<file path="config.mk">
export PLATFORM = sky130hd
export DESIGN_NAME = static_linked_list_merge_core
export DESIGN_NICKNAME = d
export VERILOG_FILES = /design/src/rtl/sllm_pkg.sv /design/src/rtl/static_linked_list_merge_core.sv /design/src/rtl/sllm_ram.sv
export SDC_FILE = /design/constraint.sdc
export NUM_CORES = 2
export LEC_CHECK = 0
export BUFFER_PORTS_ARGS = -buffer_cell sky130_fd_sc_hd__buf_2
export CORE_ASPECT_RATIO = 1.4
export CORE_MARGIN = 1.5
export CORE_UTILIZATION = 60
export CTS_BUF_LIST = sky130_fd_sc_hd__clkbuf_4
export DETAILED_ROUTE_END_ITERATION = 7
export HOLD_SLACK_MARGIN = 0.02
export PLACE_DENSITY = 0.77
export SLEW_MARGIN = 20
export SYNTH_ARGS = -nofsm -noshare
export SYNTH_HDL_FRONTEND = slang
export SYNTH_HIERARCHICAL = 1
export SYNTH_SLANG_ARGS = --single-unit
</file>
<file path="constraint.sdc">
create_clock -name clk -period 25.2 [get_ports clk]
set_input_delay 5.04 -clock clk [delete_from_list [all_inputs] [get_ports clk]]
set_output_delay 5.04 -clock clk [all_outputs]
set_load 0.05 [all_outputs]
</file>
<file path="src/rtl/sllm_pkg.sv">
// Shared widths and command codes of the static linked list merge core.
`timescale 1ns / 1ps
`default_nettype none
package sllm_pkg;

	localparam int SLOTS_PER_LIST_DEF = 16;
	localparam int MAX_RESULTS        = 32;

	localparam int KIND_W  = 2;
	localparam int SLOT_W  = 4;
	localparam int VALUE_W = 64;
	localparam int LINK_W  = 5;
	localparam int MSLOT_W = 5;

	typedef enum logic [KIND_W-1:0] {
		KIND_LOAD_A = 2'd0,
		KIND_LOAD_B = 2'd1,
		KIND_START  = 2'd2,
		KIND_NONE   = 2'd3
	} kind_t;

endpackage
`default_nettype wire

</file>
<file path="src/rtl/static_linked_list_merge_core.sv">
// Top level of the merge core for two sorted index-linked lists.
//
// Usage: drive kind and the payload fields with start high; a word is taken
// at a rising edge where start is high and busy is low. Kind 0 and 1 write
// one slot of list A or list B into the slot store (list B at offset
// SLOTS_PER_LIST) and the core stays in idle. Kind 2 starts a
// merge from head_a and head_b; busy stays high while the walk runs.
// Each merged word appears on merged_value, merged_slot and last with
// strobe high for exactly one cycle; the receiver cannot stall it.
// After the start is taken, FETCH_A and FETCH_B read both heads (2 reads) and
// CAP_B captures head B; EMIT then raises strobe for the first word. Each word
// needs one read of the next slot of its list from the single-port slot store
// (state LOAD), and the compare waits for that registered read before the next
// word. The walk stops after min(2*SLOTS_PER_LIST, 32) words.
// Two empty lists give no word. Kind 3 and loads past the list are dropped.
// Reset clears the sequencer and the cursors; the slot store is not cleared
// and a slot that was never loaded reads back undefined.
`timescale 1ns / 1ps
`default_nettype none
module static_linked_list_merge_core #(
	parameter int SLOTS_PER_LIST = sllm_pkg::SLOTS_PER_LIST_DEF
) (
	input  wire logic                                 clk,
	input  wire logic                                 arst_n,
	input  wire logic                                 start,
	output logic                                      busy,
	input  wire logic        [sllm_pkg::KIND_W-1:0]   kind,
	input  wire logic        [sllm_pkg::SLOT_W-1:0]   slot_index,
	input  wire logic signed [sllm_pkg::VALUE_W-1:0]  value,
	input  wire logic signed [sllm_pkg::LINK_W-1:0]   link,
	input  wire logic signed [sllm_pkg::LINK_W-1:0]   head_a,
	input  wire logic signed [sllm_pkg::LINK_W-1:0]   head_b,
	output logic                                      strobe,
	output logic signed      [sllm_pkg::VALUE_W-1:0]  merged_value,
	output logic             [sllm_pkg::MSLOT_W-1:0]  merged_slot,
	output logic                                      last
);

	import sllm_pkg::*;

	localparam int DEPTH  = 2 * SLOTS_PER_LIST;
	localparam int IDX_W  = (DEPTH > 1) ? $clog2(DEPTH) : 1;
	localparam int LIMIT  = (DEPTH > MAX_RESULTS) ? MAX_RESULTS : DEPTH;
	localparam int CNT_W  = $clog2(LIMIT + 1);
	localparam int CMP_W  = 7;
	localparam int WORD_W = VALUE_W + LINK_W;

	typedef enum logic [5:0] {
		ST_IDLE    = 6'b000001,
		ST_FETCH_A = 6'b000010,
		ST_FETCH_B = 6'b000100,
		ST_CAP_B   = 6'b001000,
		ST_EMIT    = 6'b010000,
		ST_LOAD    = 6'b100000
	} state_t;

	typedef struct packed {
		logic             vld;
		logic [IDX_W-1:0] idx;
	} cursor_t;

	// Turn a raw link or head into a store index; negative or past the list is null.
	function automatic cursor_t decode(input logic [LINK_W-1:0] raw, input logic list_b);
		cursor_t      c;
		logic [CMP_W-1:0] sum;
		sum   = CMP_W'(raw[LINK_W-2:0]) + (list_b ? CMP_W'(SLOTS_PER_LIST) : CMP_W'(0));
		c.vld = !raw[LINK_W-1] && (CMP_W'(raw[LINK_W-2:0]) < CMP_W'(SLOTS_PER_LIST));
		c.idx = sum[IDX_W-1:0];
		return c;
	endfunction

	state_t state_q;
	cursor_t cur_a_q, cur_b_q;
	logic [CNT_W-1:0] count_q;
	logic side_b_q;

	logic [VALUE_W-1:0] a_val_q, b_val_q;
	logic [LINK_W-1:0]  a_link_q, b_link_q;

	logic               ram_we;
	logic [IDX_W-1:0]   ram_addr;
	logic [WORD_W-1:0]  ram_wdata;
	logic [WORD_W-1:0]  ram_rdata;
	logic [VALUE_W-1:0] rd_val;
	logic [LINK_W-1:0]  rd_link;

	logic               accept;
	logic               load_ok;
	logic [CMP_W-1:0]   wr_sum;
	logic               take_a;
	cursor_t            nxt;
	logic               emit_last;
	logic               any_vld;

	assign accept  = start && !busy;
	assign busy    = (state_q != ST_IDLE);
	assign rd_val  = ram_rdata[VALUE_W-1:0];
	assign rd_link = ram_rdata[WORD_W-1:VALUE_W];

	assign load_ok = ((kind == KIND_LOAD_A) || (kind == KIND_LOAD_B)) &&
		(CMP_W'(slot_index) < CMP_W'(SLOTS_PER_LIST));
	assign wr_sum  = CMP_W'(slot_index) +
		((kind == KIND_LOAD_B) ? CMP_W'(SLOTS_PER_LIST) : CMP_W'(0));

	assign any_vld = cur_a_q.vld || cur_b_q.vld;
	assign take_a  = cur_a_q.vld &&
		(!cur_b_q.vld || ($signed(a_val_q) <= $signed(b_val_q)));

	always_comb begin
		if (take_a) begin
			nxt       = decode(a_link_q, 1'b0);
			emit_last = !nxt.vld && !cur_b_q.vld;
		end else begin
			nxt       = decode(b_link_q, 1'b1);
			emit_last = !nxt.vld && !cur_a_q.vld;
		end
		if (count_q == CNT_W'(LIMIT - 1)) begin
			emit_last = 1'b1;
		end
	end

	always_comb begin
		ram_we    = 1'b0;
		ram_addr  = '0;
		ram_wdata = {link, value};
		case (state_q)
			ST_IDLE: begin
				ram_we   = accept && load_ok;
				ram_addr = wr_sum[IDX_W-1:0];
			end
			ST_FETCH_A: ram_addr = cur_a_q.idx;
			ST_FETCH_B: ram_addr = cur_b_q.idx;
			ST_EMIT:    ram_addr = nxt.idx;
			default:    ram_addr = '0;
		endcase
	end

	sllm_ram #(
		.WIDTH(WORD_W),
		.DEPTH(DEPTH),
		.AW   (IDX_W)
	) u_store (
		.clk  (clk),
		.we   (ram_we),
		.addr (ram_addr),
		.wdata(ram_wdata),
		.rdata(ram_rdata)
	);

	always_ff @(posedge clk or negedge arst_n) begin
		if (!arst_n) begin
			state_q  <= ST_IDLE;
			cur_a_q  <= '0;
			cur_b_q  <= '0;
			count_q  <= '0;
			side_b_q <= 1'b0;
			strobe   <= 1'b0;
		end else begin
			strobe <= 1'b0;
			case (state_q)
				ST_IDLE: begin
					if (accept && (kind == KIND_START)) begin
						cur_a_q <= decode(head_a, 1'b0);
						cur_b_q <= decode(head_b, 1'b1);
						count_q <= '0;
						state_q <= ST_FETCH_A;
					end
				end
				ST_FETCH_A: state_q <= ST_FETCH_B;
				ST_FETCH_B: state_q <= ST_CAP_B;
				ST_CAP_B:   state_q <= ST_EMIT;
				ST_EMIT: begin
					if (!any_vld) begin
						state_q <= ST_IDLE;
					end else begin
						strobe   <= 1'b1;
						count_q  <= count_q + CNT_W'(1);
						side_b_q <= !take_a;
						if (take_a) begin
							cur_a_q <= nxt;
						end else begin
							cur_b_q <= nxt;
						end
						state_q <= emit_last ? ST_IDLE : ST_LOAD;
					end
				end
				ST_LOAD: state_q <= ST_EMIT;
				default: state_q <= ST_IDLE;
			endcase
		end
	end

	// Slot contents at the cursor of each list and the result word.
	always_ff @(posedge clk) begin
		if (state_q == ST_FETCH_B || (state_q == ST_LOAD && !side_b_q)) begin
			a_val_q  <= rd_val;
			a_link_q <= rd_link;
		end
		if (state_q == ST_CAP_B || (state_q == ST_LOAD && side_b_q)) begin
			b_val_q  <= rd_val;
			b_link_q <= rd_link;
		end
		if (state_q == ST_EMIT) begin
			merged_value <= take_a ? a_val_q : b_val_q;
			merged_slot  <= MSLOT_W'(CMP_W'(take_a ? cur_a_q.idx : cur_b_q.idx));
			last         <= emit_last;
		end
	end

endmodule
`default_nettype wire

</file>
<file path="src/rtl/sllm_ram.sv">
// Generic single-port synchronous RAM with registered read data.
`timescale 1ns / 1ps
`default_nettype none
module sllm_ram #(
	parameter int WIDTH = 8,
	parameter int DEPTH = 32,
	parameter int AW    = (DEPTH > 1) ? $clog2(DEPTH) : 1
) (
	input  wire logic             clk,
	input  wire logic             we,
	input  wire logic [AW-1:0]    addr,
	input  wire logic [WIDTH-1:0] wdata,
	output logic      [WIDTH-1:0] rdata
);

	logic [WIDTH-1:0] mem [DEPTH];

	always_ff @(posedge clk) begin
		if (we) begin
			mem[addr] <= wdata;
		end
		rdata <= mem[addr];
	end

endmodule
`default_nettype wire
</file>
### Yosys cells after proc, flatten, opt, wreduce, memory -nomap -nowiden

Memories as Yosys holds them, arrays and structs flattened. A register that Yosys moved wholly into a read port is not among the register bits.
Cells that the tools add are included.

* register bits after elaboration: 234
* bits in latches: 0
* memory bits (writable): 2208
* bits in read-only memories: 0
* bits of input ports: 88
* output and inout port bits: 72
* logic and storage cells: 91
* memories kept: 1

Memories
* u_store.mem: words 32, width 69, read ports 1, clocked after Yosys merged registers in 1, wr ports 1, RTL line sllm_ram.sv:16 `logic [WIDTH-1:0] mem [DEPTH];`

* add/subtract/negate cells: 4
* multiply operators: 0
* div/mod/pow operators: 0
* order comparisons: 1
* equality and inequality tests: 14
* shift-type cells: 0
* muxes and demuxes: 27
* bitwise operators: 0
* reduce and logical (&&, ||, !) cells: 29

Operators by type and width (number)
* 2-to-1 mux 6 bit: 12
* <= comparator 64 bit: 1
* 2-to-1 mux 64 bit: 1
* case mux 6 bit (2 select lines): 3
* case mux 6 bit (5 select lines): 1
* case mux 5 bit (4 select lines): 1
* == test 6 x 5 -> 1 bit (second input constant): 2
* adder 4 x 5 -> 5 bit (second input constant): 2
* 2-to-1 mux 5 bit: 2
* logical NOT 1 bit: 9
* logical AND 1 bit: 8
* inequality test 2 bit (second input constant): 4
* AND reduction 4 bit: 2
* 2-to-1 mux 1 bit: 7
* adder 6 x 1 -> 6 bit (second input constant): 1
* == test 6 x 1 -> 1 bit (second input constant): 1
* == test 6 x 2 -> 1 bit (second input constant): 1
* == test 6 x 3 -> 1 bit (second input constant): 1
* == test 6 x 4 -> 1 bit (second input constant): 1
* == test 6 bit (second input constant): 1
* inequality test 6 x 1 -> 1 bit (second input constant): 1
* adder 4 x 5 -> 5 bit: 1
* logical OR 1 bit: 5
* AND reduction 3 bit: 1
* 6 further kinds: 6

### Longest topological paths before layout

* depth in word-level cells: 8
* mapped depth: 21
* mapped depth without buffers: 15

### By module

Netlist, hierarchy kept.

By module, submodules not included
* sllm_ram: times used 1, cells an instance 4456, area an instance 84872.6 sq um, sequential area each 67684.9 sq um
* static_linked_list_merge_core: times used 1, cells an instance 733, area an instance 9984.6 sq um, sequential area each 6897.9 sq um

### Worst setup path before layout

OpenSTA, ideal clock, no wires.

* path type: in2reg
* start point: input slot_index[1] (netlist name)
* end point: memory u_store/mem[25][0] (netlist name) (enable)
* setup time: 581 ps
* data arrival time: 11058 ps
* data required time: 24619 ps
* setup slack: 13561 ps
* stages: 8
* path buffers: 4
* cell sequence: a222oi_1 o21ai_1 buf_2 buf_2 buf_2 buf_2 nand3b_1 nor3_1

* longest elaborated chain between the ends: 2

Ends and longest elaborated chain
* start: declaration: RTL line static_linked_list_merge_core.sv:28 `input wire logic [sllm_pkg::SLOT_W-1:0] slot_index,`
* adder 4 x 5 -> 5 bit: RTL line static_linked_list_merge_core.sv:102 `assign wr_sum = CMP_W'(slot_index) +`
* case mux 5 bit (4 select lines): RTL line static_linked_list_merge_core.sv:126 `case (state_q)`
* named net ram_addr[1]: RTL line static_linked_list_merge_core.sv:81 `logic [IDX_W-1:0] ram_addr;`
* end: declaration: RTL line sllm_ram.sv:16

The timed path passes the listed nets, and every way through them passes these cells.

### Worst setup path after layout

* start point: register a_val_q[63]
* end point: register u_store.rdata[47] (read register of u_store.mem)

* longest elaborated chain between the ends: 5

Ends and longest elaborated chain
* start: declaration: RTL line static_linked_list_merge_core.sv:77 `logic [VALUE_W-1:0] a_val_q, b_val_q;`
* start signal: assignment: RTL line static_linked_list_merge_core.sv:196 `a_val_q <= rd_val;`
* <= comparator 64 bit: RTL line static_linked_list_merge_core.sv:107 `(!cur_b_q.vld || ($signed(a_val_q) <= $signed(b_val_q)));`
* logical OR 1 bit: RTL line static_linked_list_merge_core.sv:107
* logical AND 1 bit: RTL line static_linked_list_merge_core.sv:106 `assign take_a = cur_a_q.vld &&`
* 2-to-1 mux 6 bit: RTL line static_linked_list_merge_core.sv:110 `if (take_a) begin`
* case mux 5 bit (4 select lines): RTL line static_linked_list_merge_core.sv:126
* named net ram_addr[1]: RTL line static_linked_list_merge_core.sv:81
* end: declaration: RTL line sllm_ram.sv:13 `output logic [WIDTH-1:0] rdata`

The timed path passes the listed nets, and every way through them passes these cells.
A chain may end at the register's enable or synchronous reset.

==> impl_results.md <==
- Result of the run: complete, no violations
- Worst reg2reg setup slack: about 15 ns
- CP max FO: 64
- Final weighted congestion in routability-driven placement: 0.8140
- Cell types occupying the most area after synthesis: sky130_fd_sc_hd__edfxtp_1 (76%), sky130_fd_sc_hd__mux2i_1 (12%), sky130_fd_sc_hd__o22ai_1 (3.6%)
- Shortest clock period the worst path allows after layout: a little over 10 ns
- Final Hold Violating Endpoints: 0
- Total power per unit cell area: approximately 90 mW/mm2
- Final cell count without fillers: between 8000 and 9000
- Commonest non-fill, non-tap cell in the layout: sky130_fd_sc_hd__edfxtp_1
- Num rows: 172
- Gr busiest metal: met2
- Setup TNS after final layout: 0 ns
- Class of the tightest hold or removal check: reg -> reg
- Placed cell count: ~7300
- Total number of yosys warnings: 6
- Die Outline Area: ~0.16 mm2
- Master of the slowest instance on the critical path: sky130_fd_sc_hd__buf_4
- Distinct cell type count of the synthesized netlist: 61
- Maximum resistive drop on vdd: between 0.00006 and 0.00007 V
- Area growth, synth to finish: 11.33%
- Count of flip-flops with a built-in enable after synthesis: 2416
- Number of I/O pins: 160
- Most prevalent standard cell on the critical path: sky130_fd_sc_hd__buf_4
- Filler cell count: slightly below 10000
- Via-to-Cell Ratio: about 6.5
- WS Path Type: reg -> reg
- Via count: approximately 54000
- Setup repair after global routing missed its margin: false
- Data required, critical path: 26.40 ns
- Post-Syn Nets: roughly 5300
- Global-route wire length before repair: between 300000 and 400000 um
- Remaining global-route overflow: 0
- Clock root cell: sky130_fd_sc_hd__clkbuf_4
- Async SR Flop Fraction: under 10%
- Met1 demand-to-capacity share in global routing: about two fifths
- Area of all placed cells without fillers: 0.1056 mm2
- Critical register-to-register path startpoint: a_val_q[63]$_DFFE_PP_
- Setup Skew: roughly 0.095 ns
- Share of layout cells above drive strength 1: 20.26%
- Worst slew margin relative to its limit: a little over a fifth
- Critical path capture point type: flip-flop
- Routing usage on met3: just over 6%
- Number of antenna violations at the first check in global routing: 27
- Hold buffer count at cts: 0
- GRT Resource Usage Total: 30.71%
- Post-synthesis cell area: between 0.09 and 0.1 mm2
- Cell-by-cell trace of the critical path: ha_1, nand4_2, nor4_4, nand3_1, o211ai_1, a211oi_1, a21oi_1, and3b_4, mux2i_1, o21ai_4, buf_4, buf_4, buf_4, buf_4, buf_4, mux2i_1, o22ai_1, nor4_1, nand2_1
- Slew at the pin closest to its max-slew limit: about 1.2 ns
- Final Power: roughly 9.5 mW
- Flops & latches, synth: 2511
- Number of setup buffers added after CTS: 0
- Cell accounting for the most synthesized area: sky130_fd_sc_hd__edfxtp_1
- Area share of the largest cell type after synthesis: between 70% and 80%
- Final design utilization: between 60 and 70%
- Largest net degree at the start of global routing: 140
- Placed inst area: just under 0.1 mm2
- Detail-routed net length per standard cell: between 20 and 30 um
- Number of remaining DRC errors: 0
- Total number of H-tree levels: 6
- Aggregate routed wire length: 248400 um
- Final worst path period share: 41.10%
- Part of the Yosys area used for sequential elements: about four fifths
- Post-detailed-route count of antenna-violating nets: 0
- Worst Setup Start Kind: flip-flop
- Quantity of I/O buffers inserted on ports: 159
- Starting density of the core: between 60% and 70%
- Highest Clock Rate: between 90 and 100 MHz
- Stage delay of the slowest cell on the critical path: approximately 0.97 ns
- Number of clock sinks: 2511
- TritonCTS clock tree: done
- Predominant post-synthesis flop cell: sky130_fd_sc_hd__edfxtp_1
- Placeable core area: 0.1569 mm2
- Number of max-cap violations: 0
- Number of global-route vias before repair: around 53000
- Startpoint of the lowest-slack hold path: u_store/rdata[50]$_DFF_P_
- Met2 global-route usage: between 50% and 60%
- Post-detailed-placement half-perimeter wirelength: about 120000 um
- Deepest clock path buffer count: 4
- Post-CTS resize count: 0
- Average cell area after synthesis: between 15 and 20 um2
- Overall die width: roughly 340 um
- Count of mapped cells out of synthesis: ~5200
- Count of nets after finishing: ~5900
- Slew Limit Fails: 0
- Clock latency reported for the late side of the worst-skew pair: about 1.3 ns
- Vertical die dimension: 473.5 um
- Total iterations of the first detailed-routing run: 7
- Most frequent cells in the layout: sky130_fd_sc_hd__edfxtp_1 (2416), sky130_fd_sc_hd__mux2i_1 (1108), sky130_fd_sc_hd__clkbuf_4 (853), sky130_fd_sc_hd__o22ai_1 (552), sky130_fd_sc_hd__buf_2 (159)
- Data arrival at the endpoint of the critical path: about 12 ns
- Setup-violating endpoint count in the final report: 0
- TritonCTS Buffers: between 500 and 600
- Clock slew at reported path FFs: about 0.07 ns
- Pleak: roughly 36 nW
- First-iteration detailed-routing DRC count: around 7100
- Source of the critical timing path: a_val_q[63]$_DFFE_PP_
logic make-up (layout without fill, tap and decap cells):
logic type	count (synthesis)	in the layout	synth area share (%)
DFF	2511	2511	78.63
muxes	1114	1114	11.78
adders and majority gates	65	65	0.8574
AOI/OAI and AO/OA	708	708	4.613
buffers and inverters	356	1363	1.687
other	0	9	0
xor gates and xnor gates	2	2	0.01847
and+or+nand+nor	433	433	2.419
layout make-up:
| class | count | area (um2) | area share [%] |
|---|---|---|---|
| flip-flops and latches | 2511 | 74580 | 70.63 |
| multi-input cells | 2322 | 19070 | 18.06 |
| clock buffers | 853 | 6404 | 6.064 |
| well taps | 2088 | 2613 | 2.474 |
| repair buffers | 286 | 1774 | 1.680 |
| clock inverters | 146 | 845.8 | 0.8009 |
| inverters | 78 | 294.0 | 0.2784 |
| diodes | 9 | 22.52 | 0.02133 |
Yosys cell counts, drive strengths merged (2+ instances only):
cell type / n
dfxtp: 69
or3: 3
o31a: 3
a211oi: 3
a221oi: 2
a21o: 3
o22ai: 552
nand4b: 6
ha: 65
inv: 78
or4b: 4
a221o: 2
nand4bb: 6
mux2: 6
a222oi: 5
mux2i: 1108
xor2: 2
nand2: 156
nor3b: 2
nand4: 16
nor4: 142
nand3b: 10
nor2: 42
edfxtp: 2416
or3b: 3
nor3: 10
a21oi: 34
o21ai: 85
a32oi: 4
clkbuf: 141
buf: 137
o211ai: 7
dfrtp: 25
nor2b: 3
nand3: 21
report_power, final:
part / internal [mW] / switching, mW
logic: 0.541 / 0.922
registers: 4.74 / 0.101
clock network: 1.65 / 1.50
routing by layer:
metal / vias to the layer above / part of all wire, %
met3: 783 / 12
met5: - / 0.042
met4: 18 / 4.6
li1: 22480 / -
met2: 3756 / 49
met1: 26880 / 34
state kept, by name, summed over array words and instances (netlist names):
name and flops:
a_val_q 64, b_link_q 5, count_q 6, merged_slot 5
a_link_q 5, cur_a_q 6, merged_value 64, u_store/mem 2208
state_q 6, u_store/rdata 69, side_b_q 1, b_val_q 64
last 1, cur_b_q 6, strobe 1
critical path: cells and delay by family, from the launching register on:
family          cells  cell delay [ns]
compound gates      5             1.56
flops               1             0.40
simple gates        6             2.51
fa+ha+maj           1             0.42
buf+inv             5             4.64
mux                 2             0.45
final timing paths:
| path | end | cells past startpoint |
|---|---|---|
| worst max-delay path | u_store/rdata[47]$_DFF_P_ | 19 |
| worst min-delay path | a_val_q[50]$_DFFE_PP_ | 0 |
| worst max register to register | u_store/rdata[47]$_DFF_P_ | 19 |
| worst min register to register | a_val_q[50]$_DFFE_PP_ | 0 |
| max in group asynchronous | side_b_q$_DFFE_PN0P_ | 1 |
| min in group asynchronous | state_q[4]$_DFFE_PN0N_ | 1 |
metrics by stage:
| step | worst slack, ns | hold WS [ns] |
|---|---|---|
| 2_1_floorplan | 13.56 | 0.4037 |
| 3_3_place_gp | 13.94 | 0.4078 |
| 3_5_place_dp | 13.78 | 0.4110 |
| 4_1_cts | 15.11 | 0.4230 |
| 5_1_grt | 14.71 | 0.4308 |
| 6_report | 14.84 | 0.4248 |
Power figures use the tool's default switching activity.
